`config.mk`:
```
export PLATFORM = sky130hd
export DESIGN_NAME = fifo_dedup_window_core
export DESIGN_NICKNAME = d
export VERILOG_FILES = /design/src/design/fdw_pkg.sv /design/src/design/fifo_dedup_window_core.sv /design/src/design/fdw_pres_map.sv /design/src/design/fdw_ring.sv
export SDC_FILE = /design/constraint.sdc
export NUM_CORES = 2
export LEC_CHECK = 0
export BUFFER_PORTS_ARGS = -buffer_cell sky130_fd_sc_hd__buf_2
export CORE_UTILIZATION = 55
export DETAILED_ROUTE_END_ITERATION = 6
export HOLD_SLACK_MARGIN = 0.15
export PLACE_DENSITY = 0.74
export SLEW_MARGIN = 20
export SYNTH_ARGS = -nofsm -noshare
export SYNTH_HDL_FRONTEND = slang
export SYNTH_SLANG_ARGS = --single-unit
```
`constraint.sdc`:
```
create_clock -name clk -period 47.8 [get_ports clk]
set_input_delay 7.17 -clock clk [delete_from_list [all_inputs] [get_ports clk]]
set_output_delay 7.17 -clock clk [all_outputs]
set_load 0.01 [all_outputs]
```
`src/design/fdw_pkg.sv`:
```
// Shared types and constants for the deduplicating FIFO window.
package fdw_pkg;

  localparam int ID_W             = 10;
  localparam int ID_SPACE         = 1 << ID_W;
  localparam int CAP_W            = 6;
  localparam int WINDOW_DEPTH_DEF = 32;
  localparam logic [CAP_W-1:0] CAP_RESET = 6'd32;

  typedef struct packed {
    logic [ID_W-1:0] caller_id;
    logic            is_final;
  } item_t;

  typedef struct packed {
    logic [ID_W-1:0] held_id;
    logic            last_of_run;
  } result_t;

  typedef struct packed {
    logic            rd_en;
    logic [ID_W-1:0] rd_addr;
    logic            wr_en;
    logic [ID_W-1:0] wr_addr;
    logic            wr_bit;
  } pres_req_t;

endpackage

```
`src/design/fifo_dedup_window_core.sv`:
```
// Top level of the deduplicating FIFO window: control sequencer and memories.
//
//   channel   signals                        direction  transfer
//   item      start, busy, item              in         start && !busy
//   result    result_valid, result           out        result_valid, one cycle
//   config    cfg_valid, cfg_ready, cfg_data in         cfg_valid && cfg_ready
//
// A word whose identifier is present is dropped and a new one is inserted; an insertion
// with eviction also passes through ST_EVICT to clear the evicted presence bit, set by
// the registered read and the single write port of the presence memory.
// A final word then dumps the n held entries, one ring read a cycle.
// After reset the presence memory is swept clear for every identifier with busy high.
// The result side cannot stall; configuration is always ready.
module fifo_dedup_window_core #(
  parameter int WINDOW_DEPTH = fdw_pkg::WINDOW_DEPTH_DEF
) (
  input  logic                      clk,
  input  logic                      rst,
  input  logic                      start,
  output logic                      busy,
  input  fdw_pkg::item_t            item,
  output logic                      result_valid,
  output fdw_pkg::result_t          result,
  input  logic                      cfg_valid,
  output logic                      cfg_ready,
  input  logic [fdw_pkg::CAP_W-1:0] cfg_data
);

  localparam int PTR_W = (WINDOW_DEPTH > 1) ? $clog2(WINDOW_DEPTH) : 1;
  localparam int CNT_W = $clog2(WINDOW_DEPTH + 1);

  localparam logic [1:0] ST_IDLE  = 2'd0;
  localparam logic [1:0] ST_LOOK  = 2'd1;
  localparam logic [1:0] ST_EVICT = 2'd2;
  localparam logic [1:0] ST_DUMP  = 2'd3;

  logic [1:0]                state, state_next;
  logic [fdw_pkg::CAP_W-1:0] capacity;
  logic [PTR_W-1:0]          oldest, oldest_next;
  logic [CNT_W-1:0]          count, count_next;
  logic [CNT_W-1:0]          rd_k, rd_k_next;
  logic                      out_v, out_v_next;
  logic                      out_last, out_last_next;
  logic [fdw_pkg::ID_W-1:0]  id_q;
  logic                      final_q;

  logic                      accept, clearing, pres_bit, full, issue;
  logic [6:0]                cap_eff;
  fdw_pkg::pres_req_t        preq;
  logic                      ring_wr_en, ring_rd_en;
  logic [CNT_W-1:0]          ring_rd_off;
  logic [fdw_pkg::ID_W-1:0]  ring_rd_data;

  assign cfg_ready = 1'b1;
  assign busy      = clearing || (state != ST_IDLE);
  assign accept    = start && !busy;

  always_ff @(posedge clk) begin
    if (rst) begin
      capacity <= fdw_pkg::CAP_RESET;
    end else if (cfg_valid && cfg_ready) begin
      capacity <= cfg_data;
    end
  end

  always_comb begin
    if (capacity == '0) begin
      cap_eff = 7'd1;
    end else if (7'(capacity) > 7'(WINDOW_DEPTH)) begin
      cap_eff = 7'(WINDOW_DEPTH);
    end else begin
      cap_eff = 7'(capacity);
    end
    full  = (7'(count) >= cap_eff) && (count != '0);
    issue = (state == ST_DUMP) && (rd_k != count);
  end

  always_comb begin
    state_next    = state;
    oldest_next   = oldest;
    count_next    = count;
    rd_k_next     = rd_k;
    out_v_next    = 1'b0;
    out_last_next = 1'b0;
    ring_wr_en    = 1'b0;
    ring_rd_en    = 1'b0;
    ring_rd_off   = '0;
    preq.rd_en    = accept;
    preq.rd_addr  = item.caller_id;
    preq.wr_en    = 1'b0;
    preq.wr_addr  = id_q;
    preq.wr_bit   = 1'b0;
    unique case (state)
      ST_IDLE: begin
        if (accept) begin
          ring_rd_en = 1'b1;
          state_next = ST_LOOK;
        end
      end
      ST_LOOK: begin
        rd_k_next = '0;
        if (pres_bit) begin
          state_next = final_q ? ST_DUMP : ST_IDLE;
        end else begin
          ring_wr_en  = 1'b1;
          preq.wr_en  = 1'b1;
          preq.wr_bit = 1'b1;
          if (full) begin
            oldest_next = (oldest == PTR_W'(WINDOW_DEPTH - 1)) ? '0 : oldest + 1'b1;
            state_next  = ST_EVICT;
          end else begin
            count_next = count + 1'b1;
            state_next = final_q ? ST_DUMP : ST_IDLE;
          end
        end
      end
      ST_EVICT: begin
        preq.wr_en   = 1'b1;
        preq.wr_addr = ring_rd_data;
        state_next   = final_q ? ST_DUMP : ST_IDLE;
      end
      ST_DUMP: begin
        ring_rd_off = rd_k;
        if (issue) begin
          ring_rd_en    = 1'b1;
          rd_k_next     = rd_k + 1'b1;
          out_v_next    = 1'b1;
          out_last_next = (rd_k + 1'b1) == count;
        end
        if (out_v) begin
          preq.wr_en   = 1'b1;
          preq.wr_addr = ring_rd_data;
        end
        if (out_v && out_last) begin
          oldest_next = '0;
          count_next  = '0;
          state_next  = ST_IDLE;
        end
      end
      default: begin
        state_next = ST_IDLE;
      end
    endcase
  end

  always_ff @(posedge clk) begin
    if (rst) begin
      state    <= ST_IDLE;
      oldest   <= '0;
      count    <= '0;
      rd_k     <= '0;
      out_v    <= 1'b0;
      out_last <= 1'b0;
    end else begin
      state    <= state_next;
      oldest   <= oldest_next;
      count    <= count_next;
      rd_k     <= rd_k_next;
      out_v    <= out_v_next;
      out_last <= out_last_next;
    end
  end

  always_ff @(posedge clk) begin
    if (accept) begin
      id_q    <= item.caller_id;
      final_q <= item.is_final;
    end
  end

  fdw_pres_map u_pres (
    .clk      (clk),
    .rst      (rst),
    .req      (preq),
    .rd_bit   (pres_bit),
    .clearing (clearing)
  );

  fdw_ring #(
    .WINDOW_DEPTH (WINDOW_DEPTH),
    .PTR_W        (PTR_W),
    .CNT_W        (CNT_W)
  ) u_ring (
    .clk     (clk),
    .base    (oldest),
    .wr_en   (ring_wr_en),
    .wr_off  (count),
    .wr_data (id_q),
    .rd_en   (ring_rd_en),
    .rd_off  (ring_rd_off),
    .rd_data (ring_rd_data)
  );

  assign result_valid       = out_v;
  assign result.held_id     = ring_rd_data;
  assign result.last_of_run = out_last;

  a_result_only_in_dump: assert property (@(posedge clk) disable iff (rst)
    result_valid |-> state == ST_DUMP)
    else $error("Result strobe outside the dump.");

  a_count_bounded: assert property (@(posedge clk) disable iff (rst)
    32'(count) <= WINDOW_DEPTH)
    else $error("Entry count exceeds the window depth.");

  a_dump_empties: assert property (@(posedge clk) disable iff (rst)
    result_valid && result.last_of_run |=> count == '0 && oldest == '0)
    else $error("Window not emptied after the dump.");

  a_accept_looks_up: assert property (@(posedge clk) disable iff (rst)
    start && !busy |=> state == ST_LOOK)
    else $error("Accepted word did not start a lookup.");

endmodule

```
`src/design/fdw_pres_map.sv`:
```
// Presence bitmap memory with its clearing sweep after reset.
module fdw_pres_map (
  input  logic              clk,
  input  logic              rst,
  input  fdw_pkg::pres_req_t req,
  output logic              rd_bit,
  output logic              clearing
);

  logic                     mem [fdw_pkg::ID_SPACE];
  logic [fdw_pkg::ID_W-1:0] sweep;

  always_ff @(posedge clk) begin
    if (rst) begin
      clearing <= 1'b1;
      sweep    <= '0;
    end else if (clearing) begin
      sweep <= sweep + 1'b1;
      if (sweep == fdw_pkg::ID_W'(fdw_pkg::ID_SPACE - 1)) begin
        clearing <= 1'b0;
      end
    end
  end

  always_ff @(posedge clk) begin
    if (clearing) begin
      mem[sweep] <= 1'b0;
    end else if (req.wr_en) begin
      mem[req.wr_addr] <= req.wr_bit;
    end
    if (req.rd_en) begin
      rd_bit <= mem[req.rd_addr];
    end
  end

endmodule

```
`src/design/fdw_ring.sv`:
```
// Identifier ring memory, addressed as offsets from the oldest entry.
module fdw_ring #(
  parameter int WINDOW_DEPTH = fdw_pkg::WINDOW_DEPTH_DEF,
  parameter int PTR_W        = (WINDOW_DEPTH > 1) ? $clog2(WINDOW_DEPTH) : 1,
  parameter int CNT_W        = $clog2(WINDOW_DEPTH + 1)
) (
  input  logic                     clk,
  input  logic [PTR_W-1:0]         base,
  input  logic                     wr_en,
  input  logic [CNT_W-1:0]         wr_off,
  input  logic [fdw_pkg::ID_W-1:0] wr_data,
  input  logic                     rd_en,
  input  logic [CNT_W-1:0]         rd_off,
  output logic [fdw_pkg::ID_W-1:0] rd_data
);

  localparam int SW = CNT_W + 1;

  logic [fdw_pkg::ID_W-1:0] mem [WINDOW_DEPTH];
  logic [SW-1:0]            wr_sum, rd_sum;
  logic [PTR_W-1:0]         wr_slot, rd_slot;

  always_comb begin
    wr_sum = SW'(base) + SW'(wr_off);
    rd_sum = SW'(base) + SW'(rd_off);
    if (wr_sum >= SW'(WINDOW_DEPTH)) begin
      wr_slot = PTR_W'(wr_sum - SW'(WINDOW_DEPTH));
    end else begin
      wr_slot = PTR_W'(wr_sum);
    end
    if (rd_sum >= SW'(WINDOW_DEPTH)) begin
      rd_slot = PTR_W'(rd_sum - SW'(WINDOW_DEPTH));
    end else begin
      rd_slot = PTR_W'(rd_sum);
    end
  end

  always_ff @(posedge clk) begin
    if (wr_en) begin
      mem[wr_slot] <= wr_data;
    end
    if (rd_en) begin
      rd_data <= mem[rd_slot];
    end
  end

endmodule
```
---- Yosys cells after proc, flatten, opt, wreduce, memory -nomap -nowiden ----
Memory sizes are Yosys's and may differ from the RTL's. A register that Yosys moved wholly into a read port is not among the register bits.
Index checks and enable logic that the tools add are counted.
Widths: inputs -> output; s select.
operators by class
  muxes and demuxes ....................... 42
  bitwise gates (word level) .............. 2
  reductions and logical operators ........ 18
  magnitude comparators ................... 4
  add/sub/neg operators ................... 8
  equal/unequal tests ..................... 13
operators by type and width
  cell                   number
  $mux 6                 7
  $mux 5                 6
  $pmux 6 s2             2
  $pmux 10 s2            1
  $mux 1                 15
  $add 5x6->7            2
  $ge 7x6->1 const B     2
  $add 6x1->6 const B    2
  $mux 11                1
  $add 10x1->10 const B  1
  $eq 10x10->1 const B   1
  $mux 10                1
  $mux 2                 5
  $ne 2x2->1 const B     5
  $pmux 5 s2             1
  $sub 5x1->5 const B    2
  $pmux 2 s4             1
  $reduce_and 4->1       2
  $ge 6x7->1             1
  $eq 6x6->1             1
  $gt 6x6->1 const B     1
  $logic_not 6->1        1
  $ne 6x6->1             1
  $reduce_bool 6->1      1
  other kinds (17)       24
storage, ports and cells
  input bits .............................. 21
  memory bits (writable) .................. 1344
  logic and storage cells ................. 100
  register bits ........................... 49
  memories kept ........................... 2
memories
  memory      depth  width  rd ports  clocked after Yosys merged registers in  write ports  RTL line            RTL
  u_pres.mem  1024   1      1         1                                        1            fdw_pres_map.sv:10  logic mem [fdw_pkg::ID_SPACE];
  u_ring.mem  32     10     1         1                                        1            fdw_ring.sv:19      logic [fdw_pkg::ID_W-1:0] mem [WINDOW_DEPTH];

---- Logic depth before layout (Yosys ltp) ----
  word-level depth ........................ 8
  depth in mapped cells ................... 12
  gate-level depth less buffers ........... 12

---- By module ----
From an unflattened synthesis, not the netlist that was laid out.
unflattened totals
  cells, all modules ...................... 4343
  area, all modules ....................... 61480.2 sq um
modules (own cells, without submodules)
  module                  area an instance (sq um)  cells each  instances
  fdw_pres_map            45322.2                   3196        1
  fdw_ring                13734.4                   869         1
  fifo_dedup_window_core  2423.6                    278         1

---- Least setup slack after synthesis ----
OpenSTA, ideal clock, no wires.
  path type ............................... reg2reg
  start ................................... register state[0]
  end ..................................... memory u_pres.mem[0] (data pin)
  stages on the path, launching flop included .. 4
  arrival ................................. 39229 ps
  period minus slack after synthesis ...... 46979 ps
  setup slack ............................. 821 ps
  data required time ...................... 40050 ps
  cells stage by stage .................... dfxtp_1 > inv_1 > ha_1 > nor3_1
on the way
  cells in the longest elaborated chain, start to end .. 7
  elaborated cells on any way between the ends .. 10
  classes of those cells .................. 3 x eq/ne; 6 x mux; 1 x reduce/logical
RTL lines
  item                                             RTL line                       RTL
  from (decl)                                      fifo_dedup_window_core.sv:37   logic [1:0] state, state_next;
  from (signal assigned)                           fifo_dedup_window_core.sv:155  state <= state_next;
  $eq 2x2->1 / $eq 2x1->1 (equally long branches)  fifo_dedup_window_core.sv:93   unique case (state)
  $pmux 1 s3                                       fifo_dedup_window_core.sv:93
  $mux 1                                           fdw_pres_map.sv:28             end else if (req.wr_en) begin
  $mux 1                                           fdw_pres_map.sv:26             if (clearing) begin
  $mux 1 (not written as such)                     fdw_pres_map.sv:29             mem[req.wr_addr] <= req.wr_bit;
  $reduce_or 1->1 (no source line)                 n/a
  $mux 1 (no source line) (*)                      n/a
  to (decl)                                        fdw_pres_map.sv:10
Every way passes the cells marked *; elsewhere a longest branch is shown, timed or not.

==> metrics.txt <==
Crit path arrival time 11.45 ns; Yosys cell types 75; # hold bufs at CTS 0; ANT nets after route 0; CTS resizes 0; Via Count 34960; RSZ-0062 raised after global routing no; 1st-pass router iterations 6; Hold EP capacity[0]; worst hold path startpoint capacity[0]; Cell Area, Synth 0.06021 mm²; Worst setup SP type primary input; final wirelength 153.4 mm; synthesized instance count 3895; Detailed Place HPWL 83.03 mm; post-synthesis simple-gate area fraction 0.1003; Pwr per Cell Area 38.27 mW/mm²; compound-gate portion of the synthesized area 0.02963; CP max stage delay 0.74 ns; Post-Synth Adder-Cell Area 0.005652; Comb pwr share 0.028; period utilization 0.2264; crit path max-delay cell type buf_4; hold_ws 0.5050 ns; Post-synth EDFFs 1366; DP Area 0.06136 mm²; number of buffers created by CTS 143; P_leak 17.54 nW; synthesized flop and latch total 1404; Clock Latency Late Sink 0.78 ns; Final Wtd Congestion 0.8183; Internal Power 2.009 mW; Period minus WS final 10.82 ns; Ports 35; Slew @ Worst Pin 1.228 ns; Pins Over Slew Limit 0; Max clock buf depth 3; Clock Skew 0.06339 ns; TritonCTS clock tree built; multiplexer share of the synthesized area 0.1411; Reg2Reg Capture Point u_ring.rd_data[7]; delay-heaviest family, CP buffers and inverters; fmax 0.09239 GHz; Hold/Removal Path Class register to register; Die Ht 332.9 µm; Reg clk slew, reported paths 0.06 ns; drt drc 0; core area 0.1087 mm²; filler cell count 7860; Critical Path Fanout Max 145; CP required 48.42 ns; r2r setup slk 43.13 ns; share of layout cells above drive strength 1 0.1869; CP bufs+invs 3; # Post-CTS Setup Buffers 0; Die W 332.9 µm; critical path endpoint category register; outcome finished, final reports clean; die area 0.1108 mm²; post-synthesis net count 3942; vias per inst 6.508; Power, Total 2.533 mW; # rows 121; vias in the first global route 34580; hold depth 2; Sequential Power Share 0.526; asr flop ratio synth 0; Main synth FF type edfxtp_1; final setup TNS 0 ns; design area 0.06620 mm²; worst relative slew slack 0.1804; CP cell instances buf_8 -> buf_12 -> buf_4 -> mux4_2 -> a22oi_1 -> a32oi_1 -> nor2_1 -> nor4_1 -> o211ai_1 -> nand4_1; r2r startpoint state[0]; P_sw 0.5240 mW; I/O Buffers 33; sw frac 0.2069; peak supply drop 0.00003890 V; Finish-stage setup viols 0; Root Buffer clkbuf_16; max cap viols 0; area delta synth->final 9.945%; crit path kind primary input to register; largest family of logic cells by synthesized area multiplexers; DR WL/cell 28.56 µm; nets@finish 3886; starting density of the core 0.5539; clock sink count 1404; Warnings, synthesis 0; largest net degree at the start of global routing 325; gr ovfl total 0; Fin. Hold Viols 0; Global Route Usage Sum 0.2786; Synth Area in XOR/XNOR 0.004509; Mapped Avg Cell Area 15.46 µm²; sequential share of the synthesized area 0.6939; initial antenna violation count 1; clock network power share 0.446; depth of the CTS H-tree 4; Initial DRC Count 5356; FF-to-FF path depth 8; first-pass GRT wire length 225.5 mm
tightest hold or removal path: stages, from the launching register on:
cell and delay [ns]:
dfxtp_1 0.33, mux2i_1 0.07, nor2_1 0.07
placed cells by master (no fill, tap or decap), drive strengths merged, types with 3 or more instances in the layout:
cell | Yosys | layout
a21oi | 45 | 45
a2111oi | 7 | 7
a22oi | 72 | 72
a21boi | 3 | 3
o211ai | 7 | 7
mux2i | 82 | 82
a22o | 8 | 8
nand3 | 69 | 69
a21o | 15 | 15
o21ai | 32 | 32
mux4 | 333 | 333
nand2b | 12 | 12
ha | 24 | 24
a31oi | 3 | 3
mux2 | 15 | 15
buf | 202 | 105
clkinv | 1 | 49
clkbuf | 104 | 191
nor4 | 6 | 6
or3 | 4 | 4
a311oi | 3 | 3
a211oi | 19 | 19
nand4 | 12 | 12
xor2 | 11 | 11
nor2 | 1136 | 1136
xnor2 | 20 | 20
nand3b | 8 | 8
clkinvlp | 0 | 3
o22ai | 24 | 24
dfxtp | 38 | 38
nand2 | 126 | 126
nor2b | 13 | 13
and2 | 8 | 8
diode | 0 | 3
nor3 | 27 | 27
edfxtp | 1366 | 1366
bufinv | 0 | 15
inv | 13 | 17
kinds of logic after synthesis:
kind of cell               after synthesis
AOI/OAI and AO/OA                      254
xor gates and xnor gates                31
adders and majority gates               26
buffers and inverters                  320
DFF                                   1404
muxes                                  430
other                                    1
and+or+nand+nor                       1429
per-stage QoR:
| stage | instances | worst slack (ns) | util |
|---|---|---|---|
| floorplan | 3895 | 0.8210 | - |
| global placement | 5105 | 36.43 | 0.5644 |
| detailed placement | 5105 | 36.45 | 0.5645 |
| CTS | 5366 | 37.20 | 0.6078 |
| global route | 5370 | 36.94 | 0.6090 |
| finish | 5372 | 36.98 | 0.6090 |
worst max-delay path by stage:
stage	start	end	slack (ns)	depth (start not counted)
after floorplan	state[0]	u_pres.mem[0]	0.82	3
after global placement	item[2]	u_pres.rd_bit	36.43	10
after detailed placement	item[2]	u_pres.rd_bit	36.45	10
after CTS	item[2]	u_pres.rd_bit	37.20	10
after global routing	item[2]	u_pres.rd_bit	36.94	11
final	item[2]	u_pres.rd_bit	36.98	10
state kept, by name, indices dropped and copies added (netlist names):
name	cells
state	2
result_valid	1
rd_k	6
u_ring.mem	320
out_last	1
u_pres.rd_bit	1
final_q	1
oldest	5
id_q	10
count	6
u_ring.rd_data	10
u_pres.mem	1024
capacity	6
u_pres.clearing	1
u_pres.sweep	10
synthesized netlist by cell type, types with 4 or more instances:
master	instances	area share
dfxtp_1	38	0.013
or3_1	4	0.00042
nand3_1	39	0.0032
xnor2_1	20	0.0029
buf_4	21	0.0026
o21ai_0	30	0.0025
a21o_1	14	0.0017
mux2_2	15	0.0028
buf_6	8	0.0015
and2_1	8	0.00083
nand3_4	6	0.0017
nor4_1	6	0.00062
mux4_2	333	0.12
buf_1	48	0.0030
nand3_2	24	0.0040
nand2_1	123	0.0077
buf_2	125	0.010
nand2b_1	12	0.0012
xor2_1	11	0.0016
nor3_1	25	0.0021
a21oi_1	40	0.0033
nand4_1	12	0.0012
o22ai_1	24	0.0025
nor2_8	6	0.0020
nor2b_1	13	0.0014
mux2i_1	81	0.013
a22o_1	8	0.0012
inv_1	13	0.00081
nor2_1	1122	0.070
nor2_4	6	0.0011
a2111oi_0	7	0.0010
clkbuf_1	104	0.0065
nand3b_1	8	0.0010
a211oi_1	18	0.0022
ha_1	24	0.0050
edfxtp_1	1366	0.68
o211ai_1	7	0.00087
a22oi_1	72	0.0090
final cells by class:
| class | count | area, µm² | area share |
|---|---|---|---|
| inverter | 14 | 52.55 | 0.0007938 |
| tap | 1414 | 1769 | 0.02673 |
| antenna | 3 | 7.507 | 0.0001134 |
| multi-input combinational | 2171 | 17060 | 0.2578 |
| timing repair buffer | 105 | 818.3 | 0.01236 |
| clock buffer | 191 | 3896 | 0.05886 |
| clock inverter | 70 | 812.0 | 0.01227 |
| sequential | 1404 | 41780 | 0.6311 |
layer usage:
metal | global-route usage | wire (µm) | vias to the layer above
li1 | - | - | 14540
met1 | 0.3753 | 56080 | 17930
met2 | 0.4424 | 74120 | 2108
met3 | 0.06536 | 17400 | 381
met4 | 0.1104 | 5818 | 0
met5 | 0 | 0 | -
power groups by stage:
| stage | sequential, mW | combinational [mW] | clock, mW |
|---|---|---|---|
| final | 1.33 | 0.0720 | 1.13 |
| after global routing | 1.33 | 0.0744 | 1.18 |
| after CTS | 1.33 | 0.0706 | 1.14 |
| after detailed placement | 1.36 | 0.0704 | 0 |
| after global placement | 1.36 | 0.0698 | 0 |
| after floorplan | 1.36 | 0.0457 | 0 |
No activity file was read; power rests on OpenSTA's default activity.
